**src/rtl/layered_nitrate_leach_step_macros.svh**
```systemverilog
// Assertion macros used by the top-level RTL.
`ifndef LAYERED_NITRATE_LEACH_STEP_MACROS_SVH
`define LAYERED_NITRATE_LEACH_STEP_MACROS_SVH
`ifndef SYNTHESIS
`define LNLS_ASSERT_IMP(lbl, ante, cons) \
   lbl: assert property (@(posedge clock) disable iff (reset) (ante) |-> (cons)) \
      else $error("same-cycle check failed");
`define LNLS_ASSERT_NXT(lbl, ante, cons) \
   lbl: assert property (@(posedge clock) disable iff (reset) (ante) |=> (cons)) \
      else $error("next-cycle check failed");
`else
`define LNLS_ASSERT_IMP(lbl, ante, cons)
`define LNLS_ASSERT_NXT(lbl, ante, cons)
`endif
`endif

```
**src/rtl/lnls_pkg.sv**
```systemverilog
`default_nettype none
package lnls_pkg;

   localparam int FRAC_BITS     = 16;
   localparam int NITRATE_WIDTH = 32;
   localparam int FLUX_W        = 24;
   localparam int CRIT_W        = FLUX_W - 1;
   localparam int FRAC_REG_W    = FRAC_BITS + 1;
   localparam int STREAM_W      = 40;
   localparam int CSR_IDX_W     = 2;
   localparam int CSR_DATA_W    = CRIT_W;

   // divider: quotient bits FRAC_BITS..0 plus leading pad bits, DIV_UNROLL per cycle
   localparam int DIV_UNROLL    = 6;
   localparam int DIV_CYCLES    = (FRAC_BITS + 1 + DIV_UNROLL - 1) / DIV_UNROLL;
   localparam int DIV_QW        = DIV_CYCLES * DIV_UNROLL;
   localparam int DIV_PRE       = DIV_QW - FRAC_BITS;
   localparam int DIV_CNT_W     = $clog2(DIV_CYCLES + 1);

   localparam logic [FRAC_REG_W-1:0]    ONE_FRAC        = FRAC_REG_W'(1) << FRAC_BITS;
   localparam logic [CRIT_W-1:0]        CRIT_FLOW_RESET = CRIT_W'(1) << FRAC_BITS;
   localparam logic [NITRATE_WIDTH-1:0] NIT_MAX         = '1;
   localparam logic [STREAM_W-1:0]      STREAM_MAX      = '1;

   typedef enum logic [CSR_IDX_W-1:0] {
      CSR_CRIT_FLOW      = 2'd0,
      CSR_LEACH_FRACTION = 2'd1,
      CSR_STORM_FRACTION = 2'd2,
      CSR_BASE_FRACTION  = 2'd3
   } csr_index_type;

   typedef enum logic [1:0] {
      MUL_LEACH = 2'd0,
      MUL_INTEN = 2'd1,
      MUL_STORM = 2'd2,
      MUL_BASE  = 2'd3
   } mul_sel_type;

   typedef struct packed {
      logic signed [FLUX_W-1:0]   water_flux;
      logic [NITRATE_WIDTH-1:0]   layer_nitrate;
      logic [NITRATE_WIDTH-1:0]   below_nitrate;
      logic                       is_last;
   } req_payload_type;

   typedef struct packed {
      logic [NITRATE_WIDTH-1:0]   new_layer_nitrate;
      logic [NITRATE_WIDTH-1:0]   new_below_nitrate;
      logic [NITRATE_WIDTH-1:0]   leached_total;
      logic [STREAM_W-1:0]        stream_total;
      logic                       result_last;
   } rsp_payload_type;

   typedef struct packed {
      logic [CRIT_W-1:0]          crit_flow;
      logic [FRAC_REG_W-1:0]      leach_fraction;
      logic [FRAC_REG_W-1:0]      storm_fraction;
      logic [FRAC_REG_W-1:0]      base_fraction;
   } cfg_type;

   typedef struct packed {
      logic        load;
      logic        div_step;
      logic        mul_en;
      mul_sel_type mul_sel;
      logic        stage_amt;
      logic        move;
      logic        pool;
      logic        sum;
      logic        finish;
   } dp_cmd_type;

   typedef struct packed {
      logic last;
   } dp_sts_type;

   function automatic logic [FRAC_REG_W-1:0] clamp_frac(input logic [FRAC_REG_W-1:0] f);
      return (f > ONE_FRAC) ? ONE_FRAC : f;
   endfunction

endpackage
`default_nettype wire

```
**src/rtl/layered_nitrate_leach_step.sv**
```systemverilog
// Channel   Direction  Handshake              Payload
// req_      in         req_valid / req_ready  req_payload (one soil layer)
// rsp_      out        rsp_valid / rsp_ready  rsp_payload (layer result)
// csr_      in         csr_valid / csr_ready  csr_index, csr_data
//
// Upper layer: DIV, AMT, STORM, MOVE, FINISH; the bottom layer adds POOL, BASE, SUM.
// Divider: 6 quotient bits per cycle. Products: the single shared 32x17 multiplier.
// Synchronous reset clears carry-down and the stream total and sets the CSRs to defaults.
// A result waits in the output register while the next transaction is taken;
// a following result waits in the final step until that register is free.
`default_nettype none
`include "layered_nitrate_leach_step_macros.svh"
module layered_nitrate_leach_step (
   input  wire logic                            clock,
   input  wire logic                            reset,
   input  wire logic                            req_valid,
   output logic                                 req_ready,
   input  lnls_pkg::req_payload_type            req_payload,
   output logic                                 rsp_valid,
   input  wire logic                            rsp_ready,
   output lnls_pkg::rsp_payload_type            rsp_payload,
   input  wire logic                            csr_valid,
   output logic                                 csr_ready,
   input  wire logic [lnls_pkg::CSR_IDX_W-1:0]  csr_index,
   input  wire logic [lnls_pkg::CSR_DATA_W-1:0] csr_data
);
   import lnls_pkg::*;

   cfg_type         cfg_ff, cfg_in;
   logic            rsp_valid_ff, rsp_valid_in;
   rsp_payload_type rsp_payload_ff, rsp_payload_in;
   dp_cmd_type      cmd;
   dp_sts_type      sts;
   rsp_payload_type result;
   logic            out_free;

   assign csr_ready = 1'b1;

   always_comb begin
      cfg_in = cfg_ff;
      if (csr_valid) begin
         case (csr_index_type'(csr_index))
            CSR_CRIT_FLOW:      cfg_in.crit_flow      = csr_data[CRIT_W-1:0];
            CSR_LEACH_FRACTION: cfg_in.leach_fraction = csr_data[FRAC_REG_W-1:0];
            CSR_STORM_FRACTION: cfg_in.storm_fraction = csr_data[FRAC_REG_W-1:0];
            CSR_BASE_FRACTION:  cfg_in.base_fraction  = csr_data[FRAC_REG_W-1:0];
            default:            cfg_in = cfg_ff;
         endcase
      end
   end

   always_ff @(posedge clock) begin
      if (reset) begin
         cfg_ff.crit_flow      <= CRIT_FLOW_RESET;
         cfg_ff.leach_fraction <= '0;
         cfg_ff.storm_fraction <= '0;
         cfg_ff.base_fraction  <= '0;
      end else begin
         cfg_ff <= cfg_in;
      end
   end

   assign out_free = !rsp_valid_ff || rsp_ready;

   lnls_ctrl u_ctrl (
      .clock     (clock),
      .reset     (reset),
      .req_valid (req_valid),
      .req_ready (req_ready),
      .out_free  (out_free),
      .sts       (sts),
      .cmd       (cmd)
   );

   lnls_dp u_dp (
      .clock       (clock),
      .reset       (reset),
      .cmd         (cmd),
      .cfg         (cfg_ff),
      .req_payload (req_payload),
      .sts         (sts),
      .result      (result)
   );

   always_comb begin
      rsp_valid_in   = rsp_valid_ff;
      rsp_payload_in = rsp_payload_ff;
      if (cmd.finish) begin
         rsp_valid_in   = 1'b1;
         rsp_payload_in = result;
      end else if (rsp_ready) begin
         rsp_valid_in = 1'b0;
      end
   end

   always_ff @(posedge clock) begin
      if (reset) begin
         rsp_valid_ff <= 1'b0;
      end else begin
         rsp_valid_ff <= rsp_valid_in;
      end
   end

   always_ff @(posedge clock) begin
      rsp_payload_ff <= rsp_payload_in;
   end

   assign rsp_valid   = rsp_valid_ff;
   assign rsp_payload = rsp_payload_ff;

   `LNLS_ASSERT_NXT(a_busy_after_accept, req_valid && req_ready, !req_ready)
   `LNLS_ASSERT_IMP(a_rsp_from_finish, $rose(rsp_valid), $past(cmd.finish))
   `LNLS_ASSERT_IMP(a_upper_no_loss, rsp_valid && !rsp_payload.result_last, (rsp_payload.leached_total == '0) && (rsp_payload.new_below_nitrate == '0))

endmodule
`default_nettype wire

```
**src/rtl/lnls_ctrl.sv**
```systemverilog
`default_nettype none
module lnls_ctrl (
   input  wire logic                 clock,
   input  wire logic                 reset,
   input  wire logic                 req_valid,
   output logic                      req_ready,
   input  wire logic                 out_free,
   input  lnls_pkg::dp_sts_type      sts,
   output lnls_pkg::dp_cmd_type      cmd
);
   import lnls_pkg::*;

   typedef enum logic [8:0] {
      ST_IDLE   = 9'b000000001,
      ST_DIV    = 9'b000000010,
      ST_AMT    = 9'b000000100,
      ST_STORM  = 9'b000001000,
      ST_MOVE   = 9'b000010000,
      ST_POOL   = 9'b000100000,
      ST_BASE   = 9'b001000000,
      ST_SUM    = 9'b010000000,
      ST_FINISH = 9'b100000000
   } state_type;

   localparam logic [DIV_CNT_W-1:0] DIV_LAST = DIV_CNT_W'(DIV_CYCLES - 1);

   state_type            state_ff, state_in;
   logic [DIV_CNT_W-1:0] cnt_ff, cnt_in;

   always_comb begin
      state_in = state_ff;
      cnt_in   = cnt_ff;
      cmd      = '0;
      cmd.mul_sel = MUL_LEACH;
      req_ready = 1'b0;
      case (state_ff)
         ST_IDLE: begin
            req_ready = 1'b1;
            if (req_valid) begin
               cmd.load = 1'b1;
               cnt_in   = '0;
               state_in = ST_DIV;
            end
         end
         ST_DIV: begin
            cmd.div_step = 1'b1;
            cmd.mul_en   = 1'b1;
            cmd.mul_sel  = MUL_LEACH;
            cnt_in       = cnt_ff + 1'b1;
            if (cnt_ff == DIV_LAST) begin
               state_in = ST_AMT;
            end
         end
         ST_AMT: begin
            cmd.mul_en  = 1'b1;
            cmd.mul_sel = MUL_INTEN;
            state_in    = ST_STORM;
         end
         ST_STORM: begin
            cmd.mul_en    = 1'b1;
            cmd.mul_sel   = MUL_STORM;
            cmd.stage_amt = 1'b1;
            state_in      = ST_MOVE;
         end
         ST_MOVE: begin
            cmd.move = 1'b1;
            state_in = sts.last ? ST_POOL : ST_FINISH;
         end
         ST_POOL: begin
            cmd.pool = 1'b1;
            state_in = ST_BASE;
         end
         ST_BASE: begin
            cmd.mul_en  = 1'b1;
            cmd.mul_sel = MUL_BASE;
            state_in    = ST_SUM;
         end
         ST_SUM: begin
            cmd.sum  = 1'b1;
            state_in = ST_FINISH;
         end
         ST_FINISH: begin
            if (out_free) begin
               cmd.finish = 1'b1;
               state_in   = ST_IDLE;
            end
         end
         default: begin
            state_in = ST_IDLE;
         end
      endcase
   end

   always_ff @(posedge clock) begin
      if (reset) begin
         state_ff <= ST_IDLE;
         cnt_ff   <= '0;
      end else begin
         state_ff <= state_in;
         cnt_ff   <= cnt_in;
      end
   end

endmodule
`default_nettype wire

```
**src/rtl/lnls_dp.sv**
```systemverilog
`default_nettype none
module lnls_dp (
   input  wire logic                 clock,
   input  wire logic                 reset,
   input  lnls_pkg::dp_cmd_type      cmd,
   input  lnls_pkg::cfg_type         cfg,
   input  lnls_pkg::req_payload_type req_payload,
   output lnls_pkg::dp_sts_type      sts,
   output lnls_pkg::rsp_payload_type result
);
   import lnls_pkg::*;

   localparam int NW = NITRATE_WIDTH;
   localparam int MW = NW + FRAC_REG_W;

   // payload
   logic [NW-1:0]         n_ff, n_in;
   logic [NW-1:0]         below_ff, below_in;
   logic [NW-1:0]         prod_ff, prod_in;
   logic [NW-1:0]         amt_ff, amt_in;
   logic [NW-1:0]         strm_ff, strm_in;
   logic [NW-1:0]         moved_ff, moved_in;
   logic [NW-1:0]         loss_ff, loss_in;
   logic [CRIT_W-1:0]     rem_ff, rem_in;
   logic [DIV_QW-1:0]     dbits_ff, dbits_in;
   logic [DIV_QW-1:0]     quot_ff, quot_in;
   logic                  last_ff, last_in;
   logic                  flux_pos_ff, flux_pos_in;
   logic                  ovf_ff, ovf_in;
   // state
   logic [NW-1:0]         carry_ff, carry_in;
   logic [STREAM_W-1:0]   acc_ff, acc_in;

   logic [FLUX_W-2:0]     flux_mag;
   logic [NW:0]           n_sum;
   logic [CRIT_W-1:0]     rem_v;
   logic [DIV_QW-1:0]     dbits_v;
   logic [DIV_QW-1:0]     quot_v;
   logic [CRIT_W:0]       trial;
   logic [FRAC_REG_W-1:0] inten;
   logic [NW-1:0]         mul_a;
   logic [FRAC_REG_W-1:0] mul_b;
   logic [MW-1:0]         mul_full;
   logic [NW:0]           pool_sum;
   logic [NW:0]           loss_sum;
   logic [STREAM_W:0]     acc_sum;
   logic [STREAM_W-1:0]   acc_next;

   assign flux_mag = req_payload.water_flux[FLUX_W-2:0];
   assign n_sum    = {1'b0, req_payload.layer_nitrate} + {1'b0, carry_ff};

   always_comb begin
      rem_v   = rem_ff;
      dbits_v = dbits_ff;
      quot_v  = quot_ff;
      trial   = '0;
      for (int i = 0; i < DIV_UNROLL; i++) begin
         trial   = {rem_v, dbits_v[DIV_QW-1]};
         dbits_v = dbits_v << 1;
         if (trial >= {1'b0, cfg.crit_flow}) begin
            rem_v  = CRIT_W'(trial - {1'b0, cfg.crit_flow});
            quot_v = {quot_v[DIV_QW-2:0], 1'b1};
         end else begin
            rem_v  = trial[CRIT_W-1:0];
            quot_v = {quot_v[DIV_QW-2:0], 1'b0};
         end
      end
   end

   always_comb begin
      if (!(flux_pos_ff && (n_ff != '0))) begin
         inten = '0;
      end else if (ovf_ff || (quot_ff > DIV_QW'(ONE_FRAC))) begin
         inten = ONE_FRAC;
      end else begin
         inten = quot_ff[FRAC_REG_W-1:0];
      end
   end

   always_comb begin
      case (cmd.mul_sel)
         MUL_LEACH: begin
            mul_a = n_ff;
            mul_b = clamp_frac(cfg.leach_fraction);
         end
         MUL_INTEN: begin
            mul_a = prod_ff;
            mul_b = inten;
         end
         MUL_STORM: begin
            mul_a = prod_ff;
            mul_b = last_ff ? clamp_frac(cfg.storm_fraction) : '0;
         end
         MUL_BASE: begin
            mul_a = below_ff;
            mul_b = clamp_frac(cfg.base_fraction);
         end
         default: begin
            mul_a = '0;
            mul_b = '0;
         end
      endcase
   end

   assign mul_full = {{FRAC_REG_W{1'b0}}, mul_a} * {{NW{1'b0}}, mul_b};

   assign pool_sum = {1'b0, below_ff} + {1'b0, moved_ff};
   assign loss_sum = {1'b0, strm_ff} + {1'b0, prod_ff};
   assign acc_sum  = {1'b0, acc_ff} + (STREAM_W + 1)'(loss_ff);
   assign acc_next = !last_ff ? acc_ff :
                     (acc_sum[STREAM_W] ? STREAM_MAX : acc_sum[STREAM_W-1:0]);

   always_comb begin
      n_in        = n_ff;
      below_in    = below_ff;
      prod_in     = prod_ff;
      amt_in      = amt_ff;
      strm_in     = strm_ff;
      moved_in    = moved_ff;
      loss_in     = loss_ff;
      rem_in      = rem_ff;
      dbits_in    = dbits_ff;
      quot_in     = quot_ff;
      last_in     = last_ff;
      flux_pos_in = flux_pos_ff;
      ovf_in      = ovf_ff;
      carry_in    = carry_ff;
      acc_in      = acc_ff;

      if (cmd.load) begin
         n_in        = n_sum[NW] ? NIT_MAX : n_sum[NW-1:0];
         below_in    = req_payload.below_nitrate;
         last_in     = req_payload.is_last;
         loss_in     = '0;
         moved_in    = '0;
         flux_pos_in = (req_payload.water_flux != '0) && !req_payload.water_flux[FLUX_W-1];
         ovf_in      = {1'b0, flux_mag} >= {cfg.crit_flow, 1'b0};
         rem_in      = CRIT_W'(flux_mag >> DIV_PRE);
         dbits_in    = {flux_mag[DIV_PRE-1:0], {FRAC_BITS{1'b0}}};
         quot_in     = '0;
      end
      if (cmd.div_step) begin
         rem_in   = rem_v;
         dbits_in = dbits_v;
         quot_in  = quot_v;
      end
      if (cmd.mul_en) begin
         prod_in = mul_full[FRAC_BITS +: NW];
      end
      if (cmd.stage_amt) begin
         amt_in = prod_ff;
      end
      if (cmd.move) begin
         strm_in = prod_ff;
         if (amt_ff < n_ff) begin
            n_in     = n_ff - amt_ff;
            moved_in = amt_ff - prod_ff;
         end else begin
            moved_in = '0;
         end
      end
      if (cmd.pool) begin
         below_in = pool_sum[NW] ? NIT_MAX : pool_sum[NW-1:0];
      end
      if (cmd.sum) begin
         below_in = below_ff - prod_ff;
         loss_in  = loss_sum[NW] ? NIT_MAX : loss_sum[NW-1:0];
      end
      if (cmd.finish) begin
         carry_in = last_ff ? '0 : moved_ff;
         acc_in   = acc_next;
      end
   end

   always_ff @(posedge clock) begin
      n_ff        <= n_in;
      below_ff    <= below_in;
      prod_ff     <= prod_in;
      amt_ff      <= amt_in;
      strm_ff     <= strm_in;
      moved_ff    <= moved_in;
      loss_ff     <= loss_in;
      rem_ff      <= rem_in;
      dbits_ff    <= dbits_in;
      quot_ff     <= quot_in;
      last_ff     <= last_in;
      flux_pos_ff <= flux_pos_in;
      ovf_ff      <= ovf_in;
   end

   always_ff @(posedge clock) begin
      if (reset) begin
         carry_ff <= '0;
         acc_ff   <= '0;
      end else begin
         carry_ff <= carry_in;
         acc_ff   <= acc_in;
      end
   end

   assign sts.last = last_ff;

   assign result.new_layer_nitrate = n_ff;
   assign result.new_below_nitrate = last_ff ? below_ff : '0;
   assign result.leached_total     = loss_ff;
   assign result.stream_total      = acc_next;
   assign result.result_last       = last_ff;

endmodule
`default_nettype wire
```
**config.mk**
```make
export PLATFORM = sky130hd
export DESIGN_NAME = layered_nitrate_leach_step
export DESIGN_NICKNAME = d
export VERILOG_FILES = /design/src/rtl/lnls_pkg.sv /design/src/rtl/layered_nitrate_leach_step.sv /design/src/rtl/lnls_ctrl.sv /design/src/rtl/lnls_dp.sv
export VERILOG_INCLUDE_DIRS = /design/src /design/src/rtl
export SDC_FILE = /design/constraint.sdc
export NUM_CORES = 2
export LEC_CHECK = 0
export ABC_AREA = 1
export BUFFER_PORTS_ARGS = -buffer_cell sky130_fd_sc_hd__clkbuf_2
export CAP_MARGIN = 10
export CORE_ASPECT_RATIO = 0.75
export CORE_MARGIN = 5
export CORE_UTILIZATION = 64
export CTS_CLUSTER_DIAMETER = 150
export DETAILED_ROUTE_END_ITERATION = 10
export PLACE_DENSITY_LB_ADDON = 0.1
export SLEW_MARGIN = 20
export SYNTH_ARGS = -nofsm -noshare
export SYNTH_HDL_FRONTEND = slang
export SYNTH_HIERARCHICAL = 1
export SYNTH_SLANG_ARGS = --single-unit
```
**constraint.sdc**
```tcl
create_clock -name clock -period 28.6 [get_ports clock]
set_input_delay 1.43 -clock clock [delete_from_list [all_inputs] [get_ports clock]]
set_output_delay 1.43 -clock clock [all_outputs]
set_load 0.005 [all_outputs]
```
==> impl_results.html <==
<table>
<tr><th>Metric</th><th>Value</th></tr>
<tr><th colspan="2">Synth</th></tr>
<tr><td>Syn_area_per_cell</td><td>about 7.6 sq um</td></tr>
<tr><td>Synth warnings</td><td>6</td></tr>
<tr><td>Cell types occupying the most area after synthesis</td><td>edfxtp_1 19%, fa_1 15%, nand2_1 11%</td></tr>
<tr><td>Area of the mapped netlist</td><td>just under 60000 sq um</td></tr>
<tr><td>Dominant synthesized flop cell</td><td>edfxtp_1</td></tr>
<tr><td>Synthesized flop and latch total</td><td>565</td></tr>
<tr><td>Number of standard cells after synthesis</td><td>7755</td></tr>
<tr><td>Number of synthesized flops with an enable pin</td><td>between 300 and 400</td></tr>
<tr><td>Synthesized netlist net count</td><td>roughly 8800</td></tr>
<tr><td>Distinct cells, synth</td><td>63</td></tr>
<tr><td>Share of synthesized area occupied by flip-flops and latches</td><td>25.5%</td></tr>
<tr><td>Cell taking the most area after synthesis</td><td>edfxtp_1</td></tr>
<tr><td>Share of synthesized flip-flops with an asynchronous set or reset</td><td>0%</td></tr>
<tr><td>Area share of the leading cell type in the synthesized netlist</td><td>19.1%</td></tr>
<tr><th colspan="2">Global routing</th></tr>
<tr><td>GRT Util Overall</td><td>38.9%</td></tr>
<tr><td>Maximum number of pins on one net before global-route repair</td><td>85</td></tr>
<tr><td>Final global-route overflow total</td><td>0</td></tr>
<tr><td>Met3 demand-to-capacity share in global routing</td><td>between 10 and 15%</td></tr>
<tr><td>M2 GR Usage</td><td>54.6%</td></tr>
<tr><td>Busiest layer in global routing</td><td>met1</td></tr>
<tr><td>Antenna violations before repair</td><td>3</td></tr>
<tr><td>Met1 track demand over resource in global routing</td><td>a little under three fifths</td></tr>
<tr><td>Via count of the first global-routing pass</td><td>51900</td></tr>
<tr><td>Global-route wire length before repair</td><td>~300000 um</td></tr>
<tr><th colspan="2">Finish</th></tr>
<tr><td>Footprint of the multi-input gates</td><td>about 38000 sq um</td></tr>
<tr><td>Net total in the final layout</td><td>approximately 9000</td></tr>
<tr><td>Area added between synthesis and finish</td><td>7.39%</td></tr>
<tr><td># diodes</td><td>0</td></tr>
<tr><td>Footprint of the flip-flops and latches</td><td>roughly 15000 sq um</td></tr>
<tr><td>Layout cells sized above 1</td><td>6.51%</td></tr>
<tr><td>Finished layout cell area</td><td>between 60000 and 70000 sq um</td></tr>
<tr><td>Fillers</td><td>just under 8000</td></tr>
<tr><th colspan="2">Timing</th></tr>
<tr><td>Fin crit period</td><td>between 15000 and 20000 ps</td></tr>
<tr><td>Setup tns final</td><td>0 ps</td></tr>
<tr><td>Count of final max-slew check failures</td><td>0</td></tr>
<tr><td>Largest clock skew in the final design</td><td>roughly 56 ps</td></tr>
<tr><td>Final period util</td><td>a little over half</td></tr>
<tr><td>Unrepaired setup endpoints after global routing</td><td>no</td></tr>
<tr><td>Final count of negative-setup-slack endpoints</td><td>0</td></tr>
<tr><td>Worst rel slew slack</td><td>between 20% and 30%</td></tr>
<tr><td>Hold Violations, Final</td><td>0</td></tr>
<tr><td>Actual transition at the worst max-transition pin</td><td>1160 ps</td></tr>
<tr><td>Achievable Freq</td><td>65.0 MHz</td></tr>
<tr><th colspan="2">Worst setup path</th></tr>
<tr><td>Setup crit end kind</td><td>register</td></tr>
<tr><td>Cell type with the highest occurrence count on the critical path</td><td>nand2_1</td></tr>
<tr><td>Data required time of the critical path</td><td>between 20000 and 30000 ps</td></tr>
<tr><td>Critical path class</td><td>register to register</td></tr>
<tr><td>Worst-path cell with the longest stage delay</td><td>o21ai_0</td></tr>
<tr><td>Top fanout value on the critical path</td><td>31</td></tr>
<tr><td>Critical path startpoint category</td><td>register</td></tr>
<tr><td>Stage delay of the slowest cell on the critical path</td><td>around 560 ps</td></tr>
<tr><td>Critical path arrival</td><td>~16000 ps</td></tr>
<tr><th colspan="2">Floorplan</th></tr>
<tr><td>Height of the die</td><td>roughly 270 um</td></tr>
<tr><td>Die area</td><td>slightly below 100000 sq um</td></tr>
<tr><td>Die Wd</td><td>361 um</td></tr>
<tr><td>Core outline area</td><td>around 92000 sq um</td></tr>
<tr><td>I/O Pins</td><td>between 200 and 300</td></tr>
<tr><td>Std-Cell Rows</td><td>96</td></tr>
<tr><td>Effective utilization at floorplan</td><td>64.6%</td></tr>
<tr><th colspan="2">Clocking</th></tr>
<tr><td>Number of buffers created by CTS</td><td>around 60</td></tr>
<tr><td>Worst-path clk slew</td><td>~70 ps</td></tr>
<tr><td>Number of setup buffers added after CTS</td><td>0</td></tr>
<tr><td>Clk Latency, worst-skew pair</td><td>about 690 ps</td></tr>
<tr><td>Count of hold-fix buffers inserted at cts</td><td>0</td></tr>
<tr><td>CTS tree</td><td>done</td></tr>
<tr><td>Maximum clock path buffer count</td><td>3</td></tr>
<tr><td>Clock sink total</td><td>565</td></tr>
<tr><td>Clock root cell</td><td>clkbuf_16</td></tr>
<tr><td>Post_cts resized</td><td>0</td></tr>
<tr><td>CTS H-tree depth</td><td>2</td></tr>
<tr><th colspan="2">Placement</th></tr>
<tr><td>Count of input and output buffers</td><td>between 200 and 300</td></tr>
<tr><td>Routability-driven placement congestion ratio</td><td>~1.0</td></tr>
<tr><td>Area after detailed placement</td><td>61500 sq um</td></tr>
<tr><td>Detailed placement HPWL</td><td>about 160000 um</td></tr>
<tr><th colspan="2">Routing</th></tr>
<tr><td>Iteration-0 DRC Markers</td><td>about 7000</td></tr>
<tr><td>Sum of routed wire length over all layers</td><td>between 150000 and 200000 um</td></tr>
<tr><td>First drt pass iteration count</td><td>6</td></tr>
<tr><td>Average vias per placed instance</td><td>slightly above 6</td></tr>
<tr><td>Vias</td><td>around 55000</td></tr>
<tr><td>Post-detailed-route DRC marker count</td><td>0</td></tr>
<tr><td>Detailed-route wire length per cell</td><td>21.5 um</td></tr>
<tr><td>Antenna-violating nets left</td><td>0</td></tr>
<tr><th colspan="2">Run status</th></tr>
<tr><td>Outcome</td><td>complete, no violations</td></tr>
<tr><th colspan="2">Min path</th></tr>
<tr><td>Hold WC Path Type</td><td>register to register</td></tr>
<tr><th colspan="2">Flow run</th></tr>
<tr><td>Number of max-cap violations</td><td>0</td></tr>
</table>
[cells in the mapped netlist (all sizes together) (22+ instances only)]
library cell and n:
a21o 28, a21oi 643, a221o 31, a31oi 51, buf 76, clkbuf 162
dfxtp 190, edfxtp 375, fa 456, ha 501, inv 1324, nand2 1803
nand3 343, nand4 66, nor2 623, nor3 62, nor4 52, o211ai 27
o21a 34, o21ai 395, o21bai 22, o22ai 33, or2 39, xnor2 144
xor2 140
[logic make-up (layout without fill, tap and decap cells)]
group,count (synthesis),in the layout,synth area share (%)
simple gates,3008,3008,21.0
buf+inv,1570,1769,10.2
compound gates,1369,1369,13.1
fa+ha+maj,957,957,26.1
flops,565,565,25.5
xor+xnor,284,284,4.21
other cells,1,1,0.00634
mux,1,1,0.0169
[critical path: cells and delay by family, from the launching register on]
family | cells | cell delay, ps
xor+xnor | 1 | 160
fa+ha+maj | 6 | 2210
flops | 1 | 330
buf+inv | 14 | 1910
mux | 1 | 240
compound gates | 21 | 4990
simple gates | 41 | 5250
[metrics by stage]
| step | hold slack (ps) | cells | utilization [%] | setup slack [ps] |
|---|---|---|---|---|
| after floorplan | 429 | 7755 | - | 16430 |
| after global placement | 439 | 9068 | 67.1 | 13880 |
| after detailed placement | 455 | 9068 | 67.1 | 13590 |
| after CTS | 472 | 9178 | 69.3 | 13520 |
| after global routing | 485 | 9179 | 69.3 | 11670 |
| final | 471 | 9179 | 69.3 | 13210 |
[worst paths after layout]
path                                     to  depth (start not counted)  slack, ps                            from
min          u_dp/carry_ff[12]$_SDFFE_PP0P_                          2        470  u_dp/carry_ff[12]$_SDFFE_PP0P_
max           u_dp/rem_ff[21]$_SDFFCE_PN0P_                         84      13210         cfg_ff[55]$_SDFFE_PP0P_
max reg2reg   u_dp/rem_ff[21]$_SDFFCE_PN0P_                         84      13210         cfg_ff[55]$_SDFFE_PP0P_
min reg2reg  u_dp/carry_ff[12]$_SDFFE_PP0P_                          2        470  u_dp/carry_ff[12]$_SDFFE_PP0P_
[registers in the layout, indices dropped and copies added (netlist names), 9 cells and up]
name / cells
u_dp/amt_ff: 32
u_ctrl/state_ff: 9
u_dp/moved_ff: 32
u_dp/strm_ff: 32
u_dp/below_ff: 32
u_dp/n_ff: 32
u_dp/prod_ff: 32
u_dp/acc_ff: 40
u_dp/rem_ff: 23
u_dp/carry_ff: 32
u_dp/quot_ff: 18
cfg_ff: 74
u_dp/loss_ff: 32
rsp_payload: 137
[final cells by class]
class / instances / area share (%)
Clock buffer: 84 / 2.69
Multi-Input combinational cell: 5620 / 60.0
Clock inverter: 26 / 0.453
Timing Repair Buffer: 327 / 2.87
Tap cell: 1225 / 2.41
Inverter: 1332 / 7.88
Sequential cell: 565 / 23.7
[layout by cell type (no fill, tap or decap), drive strengths merged, types with 190 or more instances in the layout]
cell type  instances
dfxtp            190
a21oi            643
clkbuf           341
edfxtp           375
o21ai            395
nand3            343
ha               501
inv             1326
fa               456
nor2             623
nand2           1803
[metal layers]
metal / vias to the layer above / share of wire [%] / routed length (um)
met2: 3584 / 40 / 78100
li1: 25500 / - / -
met5: - / 0 / 0
met1: 25900 / 41 / 81200
met4: 0 / 3.8 / 7490
met3: 484 / 16 / 30800
Power is not shown: default switching activity piles up to over one toggle a cycle in this logic, so the estimate is an artifact.
